File: src/hdl/stx_pkg.sv
// Shared types and constants for the S-expression token scanner.
package stx_pkg;

    localparam int MAX_TEXT = 255;
    localparam int LEN_W    = $clog2(MAX_TEXT + 1);
    localparam int VAL_W    = 31;
    localparam logic [VAL_W-1:0] NUM_MAX = {VAL_W{1'b1}};

    localparam int QDEPTH = 4;
    localparam int QPTR_W = $clog2(QDEPTH);
    localparam int QCNT_W = $clog2(QDEPTH + 1);

    localparam logic [7:0] CH_NUL    = 8'h00;
    localparam logic [7:0] CH_NL     = 8'h0A;
    localparam logic [7:0] CH_SPACE  = 8'h20;
    localparam logic [7:0] CH_DQUOTE = 8'h22;
    localparam logic [7:0] CH_APOS   = 8'h27;
    localparam logic [7:0] CH_LPAREN = 8'h28;
    localparam logic [7:0] CH_RPAREN = 8'h29;
    localparam logic [7:0] CH_COLON  = 8'h3A;
    localparam logic [7:0] CH_ZERO   = 8'h30;
    localparam logic [7:0] CH_NINE   = 8'h39;
    localparam logic [7:0] CH_UP_I   = 8'h49;
    localparam logic [7:0] CH_UP_L   = 8'h4C;
    localparam logic [7:0] CH_UP_N   = 8'h4E;
    localparam logic [7:0] CH_UP_T   = 8'h54;

    typedef enum logic [1:0] {
        MODE_IDLE,
        MODE_NUM,
        MODE_STR,
        MODE_ATOM
    } mode_t;

    typedef enum logic [2:0] {
        KW_EMPTY,
        KW_N,
        KW_NI,
        KW_NIL,
        KW_T,
        KW_NONE
    } kw_t;

    typedef enum logic [3:0] {
        KIND_TEXT,
        KIND_NUMBER,
        KIND_STRING,
        KIND_ATOM,
        KIND_NIL,
        KIND_TRUE,
        KIND_LPAREN,
        KIND_RPAREN,
        KIND_QUOTE,
        KIND_END
    } kind_t;

    typedef struct packed {
        mode_t             mode;
        logic [VAL_W-1:0]  value;
        logic [LEN_W-1:0]  length;
        kw_t               kw;
        logic              ovf;
    } scan_state_t;

    typedef struct packed {
        kind_t             kind;
        logic [7:0]        ch;
        logic [VAL_W-1:0]  value;
        logic [7:0]        length;
        logic              ovf;
        logic              last;
    } token_t;

    typedef struct packed {
        logic [1:0]        count;
        token_t [1:0]      tok;
    } lex_out_t;

    function automatic logic [7:0] sat_len(input logic [LEN_W-1:0] l);
        logic [15:0] w;
        w = 16'(l);
        return (w > 16'd255) ? 8'hFF : w[7:0];
    endfunction

endpackage

File: src/hdl/stx_lexer.sv
// Combinational scanner core: next scan state and up to two tokens for one byte.
module stx_lexer import stx_pkg::*; (
    input  logic        byte_valid,
    input  logic [7:0]  in_byte,
    input  logic        end_of_input,
    input  scan_state_t state,
    output scan_state_t state_next,
    output lex_out_t    lex_out
);

    function automatic logic is_digit(input logic [7:0] c);
        return (c >= CH_ZERO) && (c <= CH_NINE);
    endfunction

    function automatic logic is_alpha(input logic [7:0] c);
        return ((c >= 8'h41) && (c <= 8'h5A)) || ((c >= 8'h61) && (c <= 8'h7A));
    endfunction

    function automatic logic is_punct(input logic [7:0] c);
        return ((c >= 8'd33) && (c <= 8'd47)) || ((c >= 8'd58) && (c <= 8'd64)) ||
               ((c >= 8'd91) && (c <= 8'd96)) || ((c >= 8'd123) && (c <= 8'd126));
    endfunction

    function automatic logic [7:0] upcase(input logic [7:0] c);
        return ((c >= 8'h61) && (c <= 8'h7A)) ? (c - 8'h20) : c;
    endfunction

    function automatic kw_t kw_next(input kw_t m, input logic [7:0] c);
        kw_t r;
        r = KW_NONE;
        case (m)
            KW_EMPTY: begin
                if (c == CH_UP_N) r = KW_N;
                else if (c == CH_UP_T) r = KW_T;
            end
            KW_N:    if (c == CH_UP_I) r = KW_NI;
            KW_NI:   if (c == CH_UP_L) r = KW_NIL;
            default: r = KW_NONE;
        endcase
        return r;
    endfunction

    function automatic token_t mk_tok(input kind_t k, input logic [7:0] ch,
                                      input logic [VAL_W-1:0] v,
                                      input logic [7:0] l, input logic o);
        token_t t;
        t.kind   = k;
        t.ch     = ch;
        t.value  = v;
        t.length = l;
        t.ovf    = o;
        t.last   = 1'b0;
        return t;
    endfunction

    logic       is_end, dig, atom_start, atom_term, text_room;
    logic       do_close, do_idle, text_emit, idle_tok;
    logic [7:0] up, text_ch;
    kind_t      idle_kind, close_kind;
    logic [VAL_W+3:0] prod;

    // Shared decode of the byte against the current mode.
    always_comb begin
        is_end     = end_of_input || (in_byte == CH_NUL);
        dig        = is_digit(in_byte);
        up         = upcase(in_byte);
        atom_start = is_alpha(in_byte) || is_punct(in_byte);
        atom_term  = (in_byte == CH_SPACE) || (in_byte == CH_NL) || (in_byte == CH_RPAREN);
        text_room  = 32'(state.length) < MAX_TEXT;
        prod       = (VAL_W+4)'(state.value) * (VAL_W+4)'(10)
                     + (VAL_W+4)'(in_byte - CH_ZERO);

        do_close  = is_end;
        do_idle   = 1'b0;
        text_emit = 1'b0;
        text_ch   = up;
        if (!is_end) begin
            case (state.mode)
                MODE_NUM: begin
                    do_close = !dig;
                    do_idle  = !dig;
                end
                MODE_STR: begin
                    do_close  = (in_byte == CH_DQUOTE);
                    text_emit = (in_byte != CH_DQUOTE) && text_room;
                    text_ch   = in_byte;
                end
                MODE_ATOM: begin
                    do_close  = atom_term;
                    do_idle   = atom_term;
                    text_emit = !atom_term && text_room;
                end
                default: do_idle = 1'b1;
            endcase
        end
        if (do_idle && atom_start && !dig && in_byte != CH_DQUOTE &&
            in_byte != CH_LPAREN && in_byte != CH_RPAREN &&
            in_byte != CH_APOS && in_byte != CH_COLON)
            text_emit = 1'b1;

        idle_tok  = 1'b1;
        idle_kind = KIND_QUOTE;
        if (in_byte == CH_LPAREN) idle_kind = KIND_LPAREN;
        else if (in_byte == CH_RPAREN) idle_kind = KIND_RPAREN;
        else if (in_byte != CH_APOS && in_byte != CH_COLON) idle_tok = 1'b0;

        case (state.kw)
            KW_NIL:  close_kind = KIND_NIL;
            KW_T:    close_kind = KIND_TRUE;
            default: close_kind = KIND_ATOM;
        endcase
    end

    // Next scan state
    always_comb begin
        scan_state_t idle_st;
        idle_st = '{mode: MODE_IDLE, value: '0, length: '0, kw: KW_EMPTY, ovf: 1'b0};
        if (dig) begin
            idle_st.mode   = MODE_NUM;
            idle_st.value  = VAL_W'(in_byte - CH_ZERO);
            idle_st.length = LEN_W'(1);
        end else if (in_byte == CH_DQUOTE) begin
            idle_st.mode = MODE_STR;
        end else if (!idle_tok && atom_start) begin
            idle_st.mode   = MODE_ATOM;
            idle_st.length = LEN_W'(1);
            idle_st.kw     = kw_next(KW_EMPTY, up);
        end

        state_next = state;
        if (!byte_valid) begin
            state_next = state;
        end else if (is_end || do_close) begin
            state_next = idle_st;
            if (is_end || !do_idle) begin
                state_next = '{mode: MODE_IDLE, value: '0, length: '0,
                               kw: KW_EMPTY, ovf: 1'b0};
            end
        end else if (do_idle) begin
            state_next = idle_st;
        end else begin
            case (state.mode)
                MODE_NUM: begin
                    if (prod > (VAL_W+4)'(NUM_MAX)) begin
                        state_next.value = NUM_MAX;
                        state_next.ovf   = 1'b1;
                    end else begin
                        state_next.value = prod[VAL_W-1:0];
                    end
                    if (text_room) state_next.length = state.length + LEN_W'(1);
                    else state_next.ovf = 1'b1;
                end
                MODE_STR, MODE_ATOM: begin
                    if (text_room) begin
                        state_next.length = state.length + LEN_W'(1);
                        if (state.mode == MODE_ATOM) state_next.kw = kw_next(state.kw, up);
                    end else begin
                        state_next.ovf = 1'b1;
                    end
                end
                default: state_next = state;
            endcase
        end
    end

    // Tokens, in emission order
    always_comb begin
        logic [1:0] n;
        token_t     t;
        n = 2'd0;
        lex_out.tok = '0;
        if (do_close && state.mode != MODE_IDLE) begin
            case (state.mode)
                MODE_NUM:  t = mk_tok(KIND_NUMBER, 8'h00, state.value,
                                      sat_len(state.length), state.ovf);
                MODE_STR:  t = mk_tok(KIND_STRING, 8'h00, '0,
                                      sat_len(state.length), state.ovf);
                default:   t = mk_tok(close_kind, 8'h00, '0,
                                      sat_len(state.length), state.ovf);
            endcase
            lex_out.tok[n[0]] = t;
            n = n + 2'd1;
        end
        if (is_end) begin
            lex_out.tok[n[0]] = mk_tok(KIND_END, 8'h00, '0, 8'h00, 1'b0);
            n = n + 2'd1;
        end else if (text_emit) begin
            lex_out.tok[n[0]] = mk_tok(KIND_TEXT, text_ch, '0, 8'h00, 1'b0);
            n = n + 2'd1;
        end else if (do_idle && idle_tok) begin
            lex_out.tok[n[0]] = mk_tok(idle_kind, 8'h00, '0, 8'h00, 1'b0);
            n = n + 2'd1;
        end
        if (n != 2'd0) lex_out.tok[n[0] - 1'b1].last = 1'b1;
        lex_out.count = byte_valid ? n : 2'd0;
    end

endmodule

File: src/hdl/stx_token_queue.sv
// Small token queue: takes up to two tokens per cycle, hands out one per cycle while out_ready is high.
module stx_token_queue import stx_pkg::*; (
    input  logic     aclk,
    input  logic     aresetn,
    input  lex_out_t push,
    output logic     room2,
    output logic     out_valid,
    input  logic     out_ready,
    output token_t   out_tok
);

    token_t [QDEPTH-1:0] ent_reg;
    logic [QPTR_W-1:0]   wr_ptr_reg, wr_ptr_next, rd_ptr_reg, rd_ptr_next;
    logic [QCNT_W-1:0]   count_reg, count_next;
    logic                pop;

    assign out_valid = count_reg != '0;
    assign out_tok   = ent_reg[rd_ptr_reg];
    assign pop       = out_valid && out_ready;
    assign room2     = 32'(count_reg) <= QDEPTH - 2;

    always_comb begin
        wr_ptr_next = wr_ptr_reg + QPTR_W'(push.count);
        rd_ptr_next = rd_ptr_reg + QPTR_W'(pop);
        count_next  = count_reg + QCNT_W'(push.count) - QCNT_W'(pop);
    end

    always_ff @(posedge aclk) begin
        if (!aresetn) begin
            wr_ptr_reg <= '0;
            rd_ptr_reg <= '0;
            count_reg  <= '0;
        end else begin
            wr_ptr_reg <= wr_ptr_next;
            rd_ptr_reg <= rd_ptr_next;
            count_reg  <= count_next;
        end
    end

    always_ff @(posedge aclk) begin
        if (push.count != 2'd0) ent_reg[wr_ptr_reg] <= push.tok[0];
        if (push.count == 2'd2) ent_reg[wr_ptr_reg + QPTR_W'(1)] <= push.tok[1];
    end

endmodule

File: src/hdl/sexpr_token_scanner.sv
// Top level of the S-expression token scanner: input register, scan state, token queue.
// Each source byte is held in an input register; once the queue has room for two
// tokens, the scanner core updates the scan state and writes zero, one or two tokens
// into a four-entry token queue, whose head drives the result port. Bytes are taken
// one per cycle as long as the queue has room for two tokens. The result port gives
// one token per cycle while m_tready is high, so a byte that ends a token and also
// yields one of its own (or the end mark) puts two tokens on it. A token reaches the
// port through the input register and the token queue. No clearing pass after reset.
module sexpr_token_scanner import stx_pkg::*; (
    input  logic        aclk,
    input  logic        aresetn,
    input  logic        s_tvalid,
    output logic        s_tready,
    input  logic [7:0]  s_tdata,   // [7:0] in_byte
    input  logic [0:0]  s_tuser,   // [0] end_of_input
    output logic        m_tvalid,
    input  logic        m_tready,
    output logic [47:0] m_tdata,   // [7:0] text_char, [38:8] number_value,
                                   // [46:39] text_length, [47] overflow
    output logic [3:0]  m_tuser,   // [3:0] kind
    output logic        m_tlast
);

    logic        in_valid_reg, in_valid_next;
    logic [7:0]  byte_reg;
    logic        eoi_reg;
    scan_state_t state_reg, state_next;
    lex_out_t    lex_out;
    logic        room2, consume;
    token_t      head;

    assign consume  = in_valid_reg && room2;
    assign s_tready = !in_valid_reg || consume;

    always_comb begin
        in_valid_next = in_valid_reg;
        if (s_tvalid && s_tready) in_valid_next = 1'b1;
        else if (consume) in_valid_next = 1'b0;
    end

    always_ff @(posedge aclk) begin
        if (!aresetn) begin
            in_valid_reg <= 1'b0;
            state_reg    <= '{mode: MODE_IDLE, value: '0, length: '0,
                              kw: KW_EMPTY, ovf: 1'b0};
        end else begin
            in_valid_reg <= in_valid_next;
            state_reg    <= state_next;
        end
    end

    always_ff @(posedge aclk) begin
        if (s_tvalid && s_tready) begin
            byte_reg <= s_tdata;
            eoi_reg  <= s_tuser[0];
        end
    end

    stx_lexer u_lexer (
        .byte_valid   (consume),
        .in_byte      (byte_reg),
        .end_of_input (eoi_reg),
        .state        (state_reg),
        .state_next   (state_next),
        .lex_out      (lex_out)
    );

    stx_token_queue u_queue (
        .aclk      (aclk),
        .aresetn   (aresetn),
        .push      (lex_out),
        .room2     (room2),
        .out_valid (m_tvalid),
        .out_ready (m_tready),
        .out_tok   (head)
    );

    assign m_tdata = {head.ovf, head.length, head.value, head.ch};
    assign m_tuser = head.kind;
    assign m_tlast = head.last;

endmodule
File: config.mk
export PLATFORM = sky130hd
export DESIGN_NAME = sexpr_token_scanner
export DESIGN_NICKNAME = d
export VERILOG_FILES = /design/src/hdl/stx_pkg.sv /design/src/hdl/stx_lexer.sv /design/src/hdl/stx_token_queue.sv /design/src/hdl/sexpr_token_scanner.sv
export SDC_FILE = /design/constraint.sdc
export NUM_CORES = 1
export LEC_CHECK = 0
export BUFFER_PORTS_ARGS = -buffer_cell sky130_fd_sc_hd__buf_4
export CAP_MARGIN = 25
export CORE_MARGIN = 10
export CORE_UTILIZATION = 60
export DETAILED_ROUTE_END_ITERATION = 8
export GPL_TIMING_DRIVEN = 0
export PLACE_DENSITY = 0.88
export SLEW_MARGIN = 40
export SYNTH_ARGS = -nofsm -noshare
export SYNTH_HDL_FRONTEND = slang
export SYNTH_HIERARCHICAL = 1
export SYNTH_SLANG_ARGS = --single-unit
File: constraint.sdc
create_clock -name aclk -period 14.93 [get_ports aclk]
set_input_delay 1.493 -clock aclk [delete_from_list [all_inputs] [get_ports aclk]]
set_output_delay 1.493 -clock aclk [all_outputs]
set_load 0.01 [all_outputs]
==> reports/qor.txt, run 1 <==
GP Congestion = 1.00
Final #Nets = 2518
All-Layer GR Usage = 0.298
largest net degree at the start of global routing = 29
critical path start-end classification = reg -> reg
data required time of the critical path = 15.39 ns
vias in the first global route = 18400
min-delay worst type = reg -> reg
Crit path arrival time = 7.29 ns
Iter 0 DRT Violations = 2579
startpoint types = flip-flop
hold-fix buffer count after cts = 0
Post-Route Utilization = 0.675
post-synthesis sequential area ratio = 0.301
filler instances = 2387
antenna violation net count after detailed routing = 0
Buffers on Ports = 67
Crit Path Max Fanout = 10
Worst-Skew Late Latency = 0.59 ns
CP max stage delay = 0.48 ns
Async SR Flop Fraction = 0
Final Cycle Share = 0.458
post-route minimum period = 6.84 ns
Syn. warnings = 6
Die Y = 196 µm
P_int = 1.86 mW
Switching Fraction = 0.371
leading area contributor after synthesis = dfxtp_1
pwr/cell area = 143 nW/µm²
maximum VDD drop = 0.0995 mV
layout cells sized above 1 = 0.131
CP endpoint kind = flip-flop
reg2reg path depth = 26
clock power share = 0.237
clk sink count = 274
Final TNS setup = 0 ns
clock skew = 0.0345 ns
CTS Buf Count = 29
# setup viols final = 0
Detailed Place HPWL = 43100 µm
RSZ-0062 raised after global routing = no
Mapped Area = 18500 µm²
max reg flops = 212
Yosys cell types = 81
slew at the pin closest to its max-slew limit = 0.828 ns
average wire per standard cell = 21.6 µm
Top FF cell, synth = dfxtp_1
IO Pins = 68
Yosys top cell area share = 0.286
core area = 30500 µm²
cts repair resizes = 0
Reg power frac = 0.365
Hold Violations, Final = 0
ant diodes = 0
# rows = 64
Via Count = 19100
max_cap viols = 0
Pleak = 8.80 nW
Worst-path clk slew = 0.07 ns
maximum root-to-sink buffer count = 3
Post-synth EDFFs = 9
CTS Root Cell = clkbuf_16
die area = 38300 µm²
Area contributors post-synth = dfxtp_1, ha_1, o21ai_0
fmax = 146 MHz
Reg area = 5580 µm²
Starting Density = 0.608
WL final = 60600 µm
Cells after Synth = 2255
Gate power share = 0.398
Yosys reg bits = 274
via/cell ratio = 6.81
Post-CTS Setup Bufs = 0
Multi-input gate area = 11800 µm²
Hold Path Cell Cnt = 2
Critical-path top delay cell = dfxtp_1
Die Wd = 196 µm
Residual DRC = 0
outcome = complete, no violations
fin. max-slew vios = 0
initial antenna violation count = 0
detailed-router iteration count before antenna repair = 7
# H-tree levels = 1
P_sw = 1.09 mW
gr ovfl total = 0
Slew headroom = 0.448
synthesized area per cell = 8.22 µm²
first-pass GRT wire length = 95500 µm
area delta synth->final = 11.2%
CTS tree = built
Yosys cell counts (all sizes together), types with 7 or more instances:
| cell type | n |
|---|---|
| nor4 | 11 |
| nand3 | 185 |
| xor2 | 16 |
| nor2 | 225 |
| and3 | 40 |
| nor2b | 8 |
| ha | 110 |
| o211ai | 7 |
| a22oi | 8 |
| o21ai | 267 |
| clkbuf | 143 |
| nor3 | 12 |
| inv | 40 |
| a31oi | 176 |
| mux4 | 53 |
| mux2i | 58 |
| nand2 | 114 |
| o21bai | 15 |
| a21oi | 82 |
| o221a | 25 |
| dfxtp | 265 |
| a211o | 8 |
| nand4 | 15 |
| buf | 87 |
| nand2b | 12 |
| o21a | 8 |
| edfxtp | 9 |
| or3 | 11 |
| xnor2 | 47 |
| and2 | 71 |
| a21o | 25 |
through the flow:
stage / setup slack [ns] / total power [mW] / instances / area (µm²) / hold WS (ns)
2_1_floorplan: 9.29 / 1.84 / 2294 / 18700 / 0.464
3_3_place_gp: 8.55 / 2.17 / 2757 / 19700 / 0.475
3_5_place_dp: 8.30 / 2.22 / 2757 / 19700 / 0.480
4_1_cts: 8.26 / 2.91 / 2808 / 20600 / 0.494
5_1_grt: 7.78 / 3.09 / 2808 / 20600 / 0.506
6_report: 8.09 / 2.95 / 2808 / 20600 / 0.497
cells in the final DEF, fill, tap and decap left out, types with 8 or more instances in the layout:
cell and instances:
nand2b_1 12, o21a_1 8, or3_1 10, a31oi_1 176
edfxtp_1 9, ha_1 110, xnor2_1 47, buf_4 120
clkbuf_16 29, nor2b_1 8, a211o_1 8, and2_1 26
conb_1 40, a21oi_1 82, xor2_1 16, nand2_1 114
a21o_1 25, nor2_1 224, nor3_1 12, a22oi_1 8
nor4_1 10, dfxtp_1 265, and3_1 40, o221a_1 20
buf_2 20, nand3_1 185, inv_1 39, mux2i_1 58
o21bai_1 15, buf_6 8, mux4_2 53, o21ai_0 266
clkbuf_1 146, and2_2 45, nand4_1 15
worst max-delay path: cells and delay by family (launching register included):
family,cells,cell delay (ns)
simple gates,4,1.20
flops,1,0.48
buf+inv,3,0.57
mux,1,0.19
fa+ha+maj,4,1.24
compound gates,13,2.83
xor+xnor,1,0.23
power groups by stage:
stage	Clock (mW)	Sequential, mW	Combinational, mW
after global routing	0.732	1.09	1.26
after detailed placement	0	1.08	1.14
after CTS	0.698	1.07	1.15
final	0.698	1.08	1.17
after floorplan	0	1.03	0.809
after global placement	0	1.07	1.10
cells by family after synthesis:
| logic type | synth area share |
|---|---|
| flops | 0.301 |
| simple gates | 0.197 |
| compound gates | 0.229 |
| xor+xnor | 0.0298 |
| mux | 0.0957 |
| other cells | 0.000202 |
| buf+inv | 0.0703 |
| fa+ha+maj | 0.0775 |
cell type report:
class                      instances  share of cell area
buffer                           230              0.0559
clock buffer                      42              0.0405
clock inverter                     9             0.00328
inverter                          40             0.00729
multi-input combinational       1750               0.574
sequential                       274               0.271
tap                              396              0.0240
timing repair buffer              67              0.0244
per-layer routing:
layer | vias to the layer above | global-route usage | wire length [µm]
met5 | - | 0 | 0
met4 | 0 | 0.148 | 3120
met3 | 292 | 0.0633 | 7460
met2 | 1403 | 0.483 | 27700
met1 | 8872 | 0.368 | 22300
li1 | 8548 | - | -
final timing paths:
check	start	slack [ns]	to
worst max register to register	state_reg[13]	8.09	state_reg[34]
worst max-delay path	state_reg[13]	8.09	state_reg[34]
worst min register to register	u_queue/ent_reg[151]	0.50	u_queue/ent_reg[151]
worst min-delay path	u_queue/ent_reg[151]	0.50	u_queue/ent_reg[151]
Note: power is estimated with default switching activity, not from simulation.
==> run 2: changes to the inputs <==
--- a/config.mk
+++ b/config.mk
@@ -8,10 +8,10 @@
 export BUFFER_PORTS_ARGS = -buffer_cell sky130_fd_sc_hd__buf_4
 export CAP_MARGIN = 25
 export CORE_MARGIN = 10
-export CORE_UTILIZATION = 60
+export CORE_UTILIZATION = 57
 export DETAILED_ROUTE_END_ITERATION = 8
 export GPL_TIMING_DRIVEN = 0
-export PLACE_DENSITY = 0.88
+export PLACE_DENSITY = 0.87
 export SLEW_MARGIN = 40
 export SYNTH_ARGS = -nofsm -noshare
 export SYNTH_HDL_FRONTEND = slang
==> constraint.sdc (replaced) <==
create_clock -name aclk -period 5.8 [get_ports aclk]
set_input_delay 0.58 -clock aclk [delete_from_list [all_inputs] [get_ports aclk]]
set_output_delay 0.58 -clock aclk [all_outputs]
set_load 0.01 [all_outputs]
==> run 2 against run 1 <==
- die area rose by 4.7%
- cell count increased by 2.2%
- the flow now finishes with violations (negative setup slack)
- sequential power increased to 2.6 times the previous value
- clock skew shrank 0.0077 ns
- critical path depth fell by 2
- sequential cell count unchanged
- total power increased to 2.7 times the previous value
- global-route usage is 0.85 points lower
- highest routed layer is now met5
- combinational power rose to 2.7 times the previous value
- register-to-register slack lost 8.1 ns
- sequential share of layout area decreased by 0.98 points
- largest power group unchanged
- worst hold slack worse by 0.33 ns
==> reports/qor.txt, run 2 (synthesized netlist as in run 1, its figures left out) <==
Die Y = 200 µm
Worst-path clk slew = 0.06 ns
GP Congestion = 0.954
# rows = 65
Starting Density = 0.583
Iter 0 DRT Violations = 2457
Residual DRC = 0
P_sw = 2.93 mW
Pleak = 9.10 nW
WL final = 63800 µm
commonest cells after routing, fill and taps aside = o21ai_0, dfxtp_1, nor2_1
final worst slack = -0.0529 ns
Final Cycle Share = 1.01
average wire per standard cell = 22.2 µm
post-route minimum period = 5.85 ns
CTS tree = built
violated checks = negative setup slack
Switching Fraction = 0.365
Crit path arrival time = 6.34 ns
Die Wd = 200 µm
Final #Nets = 2537
P_int = 5.11 mW
layout cells sized above 1 = 0.172
startpoint types = flip-flop
IO Pins = 68
Reg power frac = 0.345
critical path start-end classification = reg -> reg
dpl cells = 2796
fmax = 171 MHz
maximum VDD drop = 0.259 mV
area delta synth->final = 15.7%
die area = 40100 µm²
CP Cell Sequence = ha_1, ha_1, o21ai_0, o21bai_1, o31a_1, a21oi_2, o21bai_1, a21o_1, a21oi_2, o21bai_1, xor2_1, ha_4, nand2_2, o21ai_2, nand3_1, a32oi_2, a2111oi_4, a21bo_2, xnor2_2, or4b_4, buf_12, buf_8, o221a_1, and2_4
max reg flops = 212
antenna violation net count after detailed routing = 0
filler instances = 2441
detailed-router iteration count before antenna repair = 6
vias in the first global route = 18700
CTS Buf Count = 31
largest net degree at the start of global routing = 29
outcome = complete, but fails checks
# setup viols final = 13
Detailed Place HPWL = 43800 µm
min-delay worst type = in -> reg
Worst path most repeated cell = o21bai_1
clock skew = 0.0269 ns
hold-fix buffer count after cts = 0
Buffers on Ports = 67
slew at the pin closest to its max-slew limit = 0.872 ns
Slew headroom = 0.419
CTS Root Cell = clkbuf_16
pwr/cell area = 375 nW/µm²
clk sink count = 274
maximum root-to-sink buffer count = 3
max_cap viols = 0
via/cell ratio = 6.77
placed instance area = 19700 µm²
initial antenna violation count = 1
core area = 31800 µm²
clock power share = 0.260
commonest non-fill, non-tap cell in the layout = o21ai_0
Worst-Skew Late Latency = 0.61 ns
ant diodes = 0
CP max stage delay = 0.56 ns
Critical-path top delay cell = or4b_4
# H-tree levels = 1
non-filler cells, final = 2869
All-Layer GR Usage = 0.289
Pwr Total = 8.05 mW
CP endpoint kind = flip-flop
gr ovfl total = 0
Hold Violations, Final = 0
fin. max-slew vios = 0
design area = 21400 µm²
Crit Path Max Fanout = 8
Gate power share = 0.395
first-pass GRT wire length = 97900 µm
Via Count = 19400
RSZ-0062 raised after global routing = yes
data required time of the critical path = 6.29 ns
==> run 2: changes by cell type in the layout (fill, tap and decap cells not counted), sizes merged <==
cell / previous run / this run
clkinvlp: 0 / 2
clkinv: 8 / 5
clkbuf: 185 / 183
bufinv: 0 / 3
buf: 154 / 176
==> run 2: routing by layer <==
| layer | GRT usage | part of all wire | up-vias |
|---|---|---|---|
| li1 | - | - | 8567 |
| met1 | 0.361 | 0.37 | 9062 |
| met2 | 0.471 | 0.46 | 1470 |
| met3 | 0.0592 | 0.12 | 309 |
| met4 | 0.135 | 0.045 | 2 |
| met5 | 0 | 0.00011 | - |
==> run 2: power groups by stage <==
stage	registers, mW	logic [mW]	clock network, mW
3_3_place_gp	2.75	2.84	0
3_5_place_dp	2.78	2.95	0
2_1_floorplan	2.66	2.08	0
5_1_grt	2.81	3.40	2.17
6_report	2.78	3.18	2.10
4_1_cts	2.75	2.99	2.10
==> run 2: worst max-delay path, delay by kind of cell, from the launching register on <==
family,cells,cell delay (ns)
compound gates,13,2.78
simple gates,4,0.92
buf+inv,2,0.31
xor+xnor,2,0.47
flops,1,0.37
fa+ha+maj,3,0.91
==> run 2: path summary, 6_finish.rpt <==
| path | start | to | slack [ns] | depth (start not counted) |
|---|---|---|---|---|
| setup / recovery | state_reg[16] | state_reg[38] | -0.05 | 24 |
| hold / removal | s_tuser | eoi_reg | 0.17 | 1 |
| setup reg to reg | state_reg[16] | state_reg[38] | -0.05 | 24 |
| hold reg to reg | u_queue/ent_reg[150] | u_queue/ent_reg[150] | 0.49 | 2 |
==> run 2: metrics by stage <==
stage               hold WS [ns]  worst slack, ns   util  setup TNS (ns)
finish                     0.165          -0.0529  0.674          -0.230
global route               0.157           -0.114  0.674           -1.85
CTS                        0.156          -0.0276  0.661         -0.0276
detailed placement         0.483           -0.674  0.621          -17.65
global placement           0.475           -0.608  0.621          -18.03
floorplan                  0.464            0.161      -               0
==> run 2: timing repair <==
item                                    in CTS  in global routing
gates cloned                                 0                  2
resized for setup                           31                 89
buffers inserted                            15                 10
endpoints found under the setup margin      41                183
pin swaps                                   12                 32
==> run 2: layout make-up <==
cell class | count | area [µm²] | share of cell area
multi-input combinational | 1750 | 12200 | 0.568
timing repair buffer | 94 | 744 | 0.0347
buffer | 220 | 1150 | 0.0535
clock inverter | 11 | 154 | 0.00718
clock buffer | 45 | 931 | 0.0434
tap | 435 | 544 | 0.0254
inverter | 40 | 150 | 0.00700
sequential | 274 | 5590 | 0.261
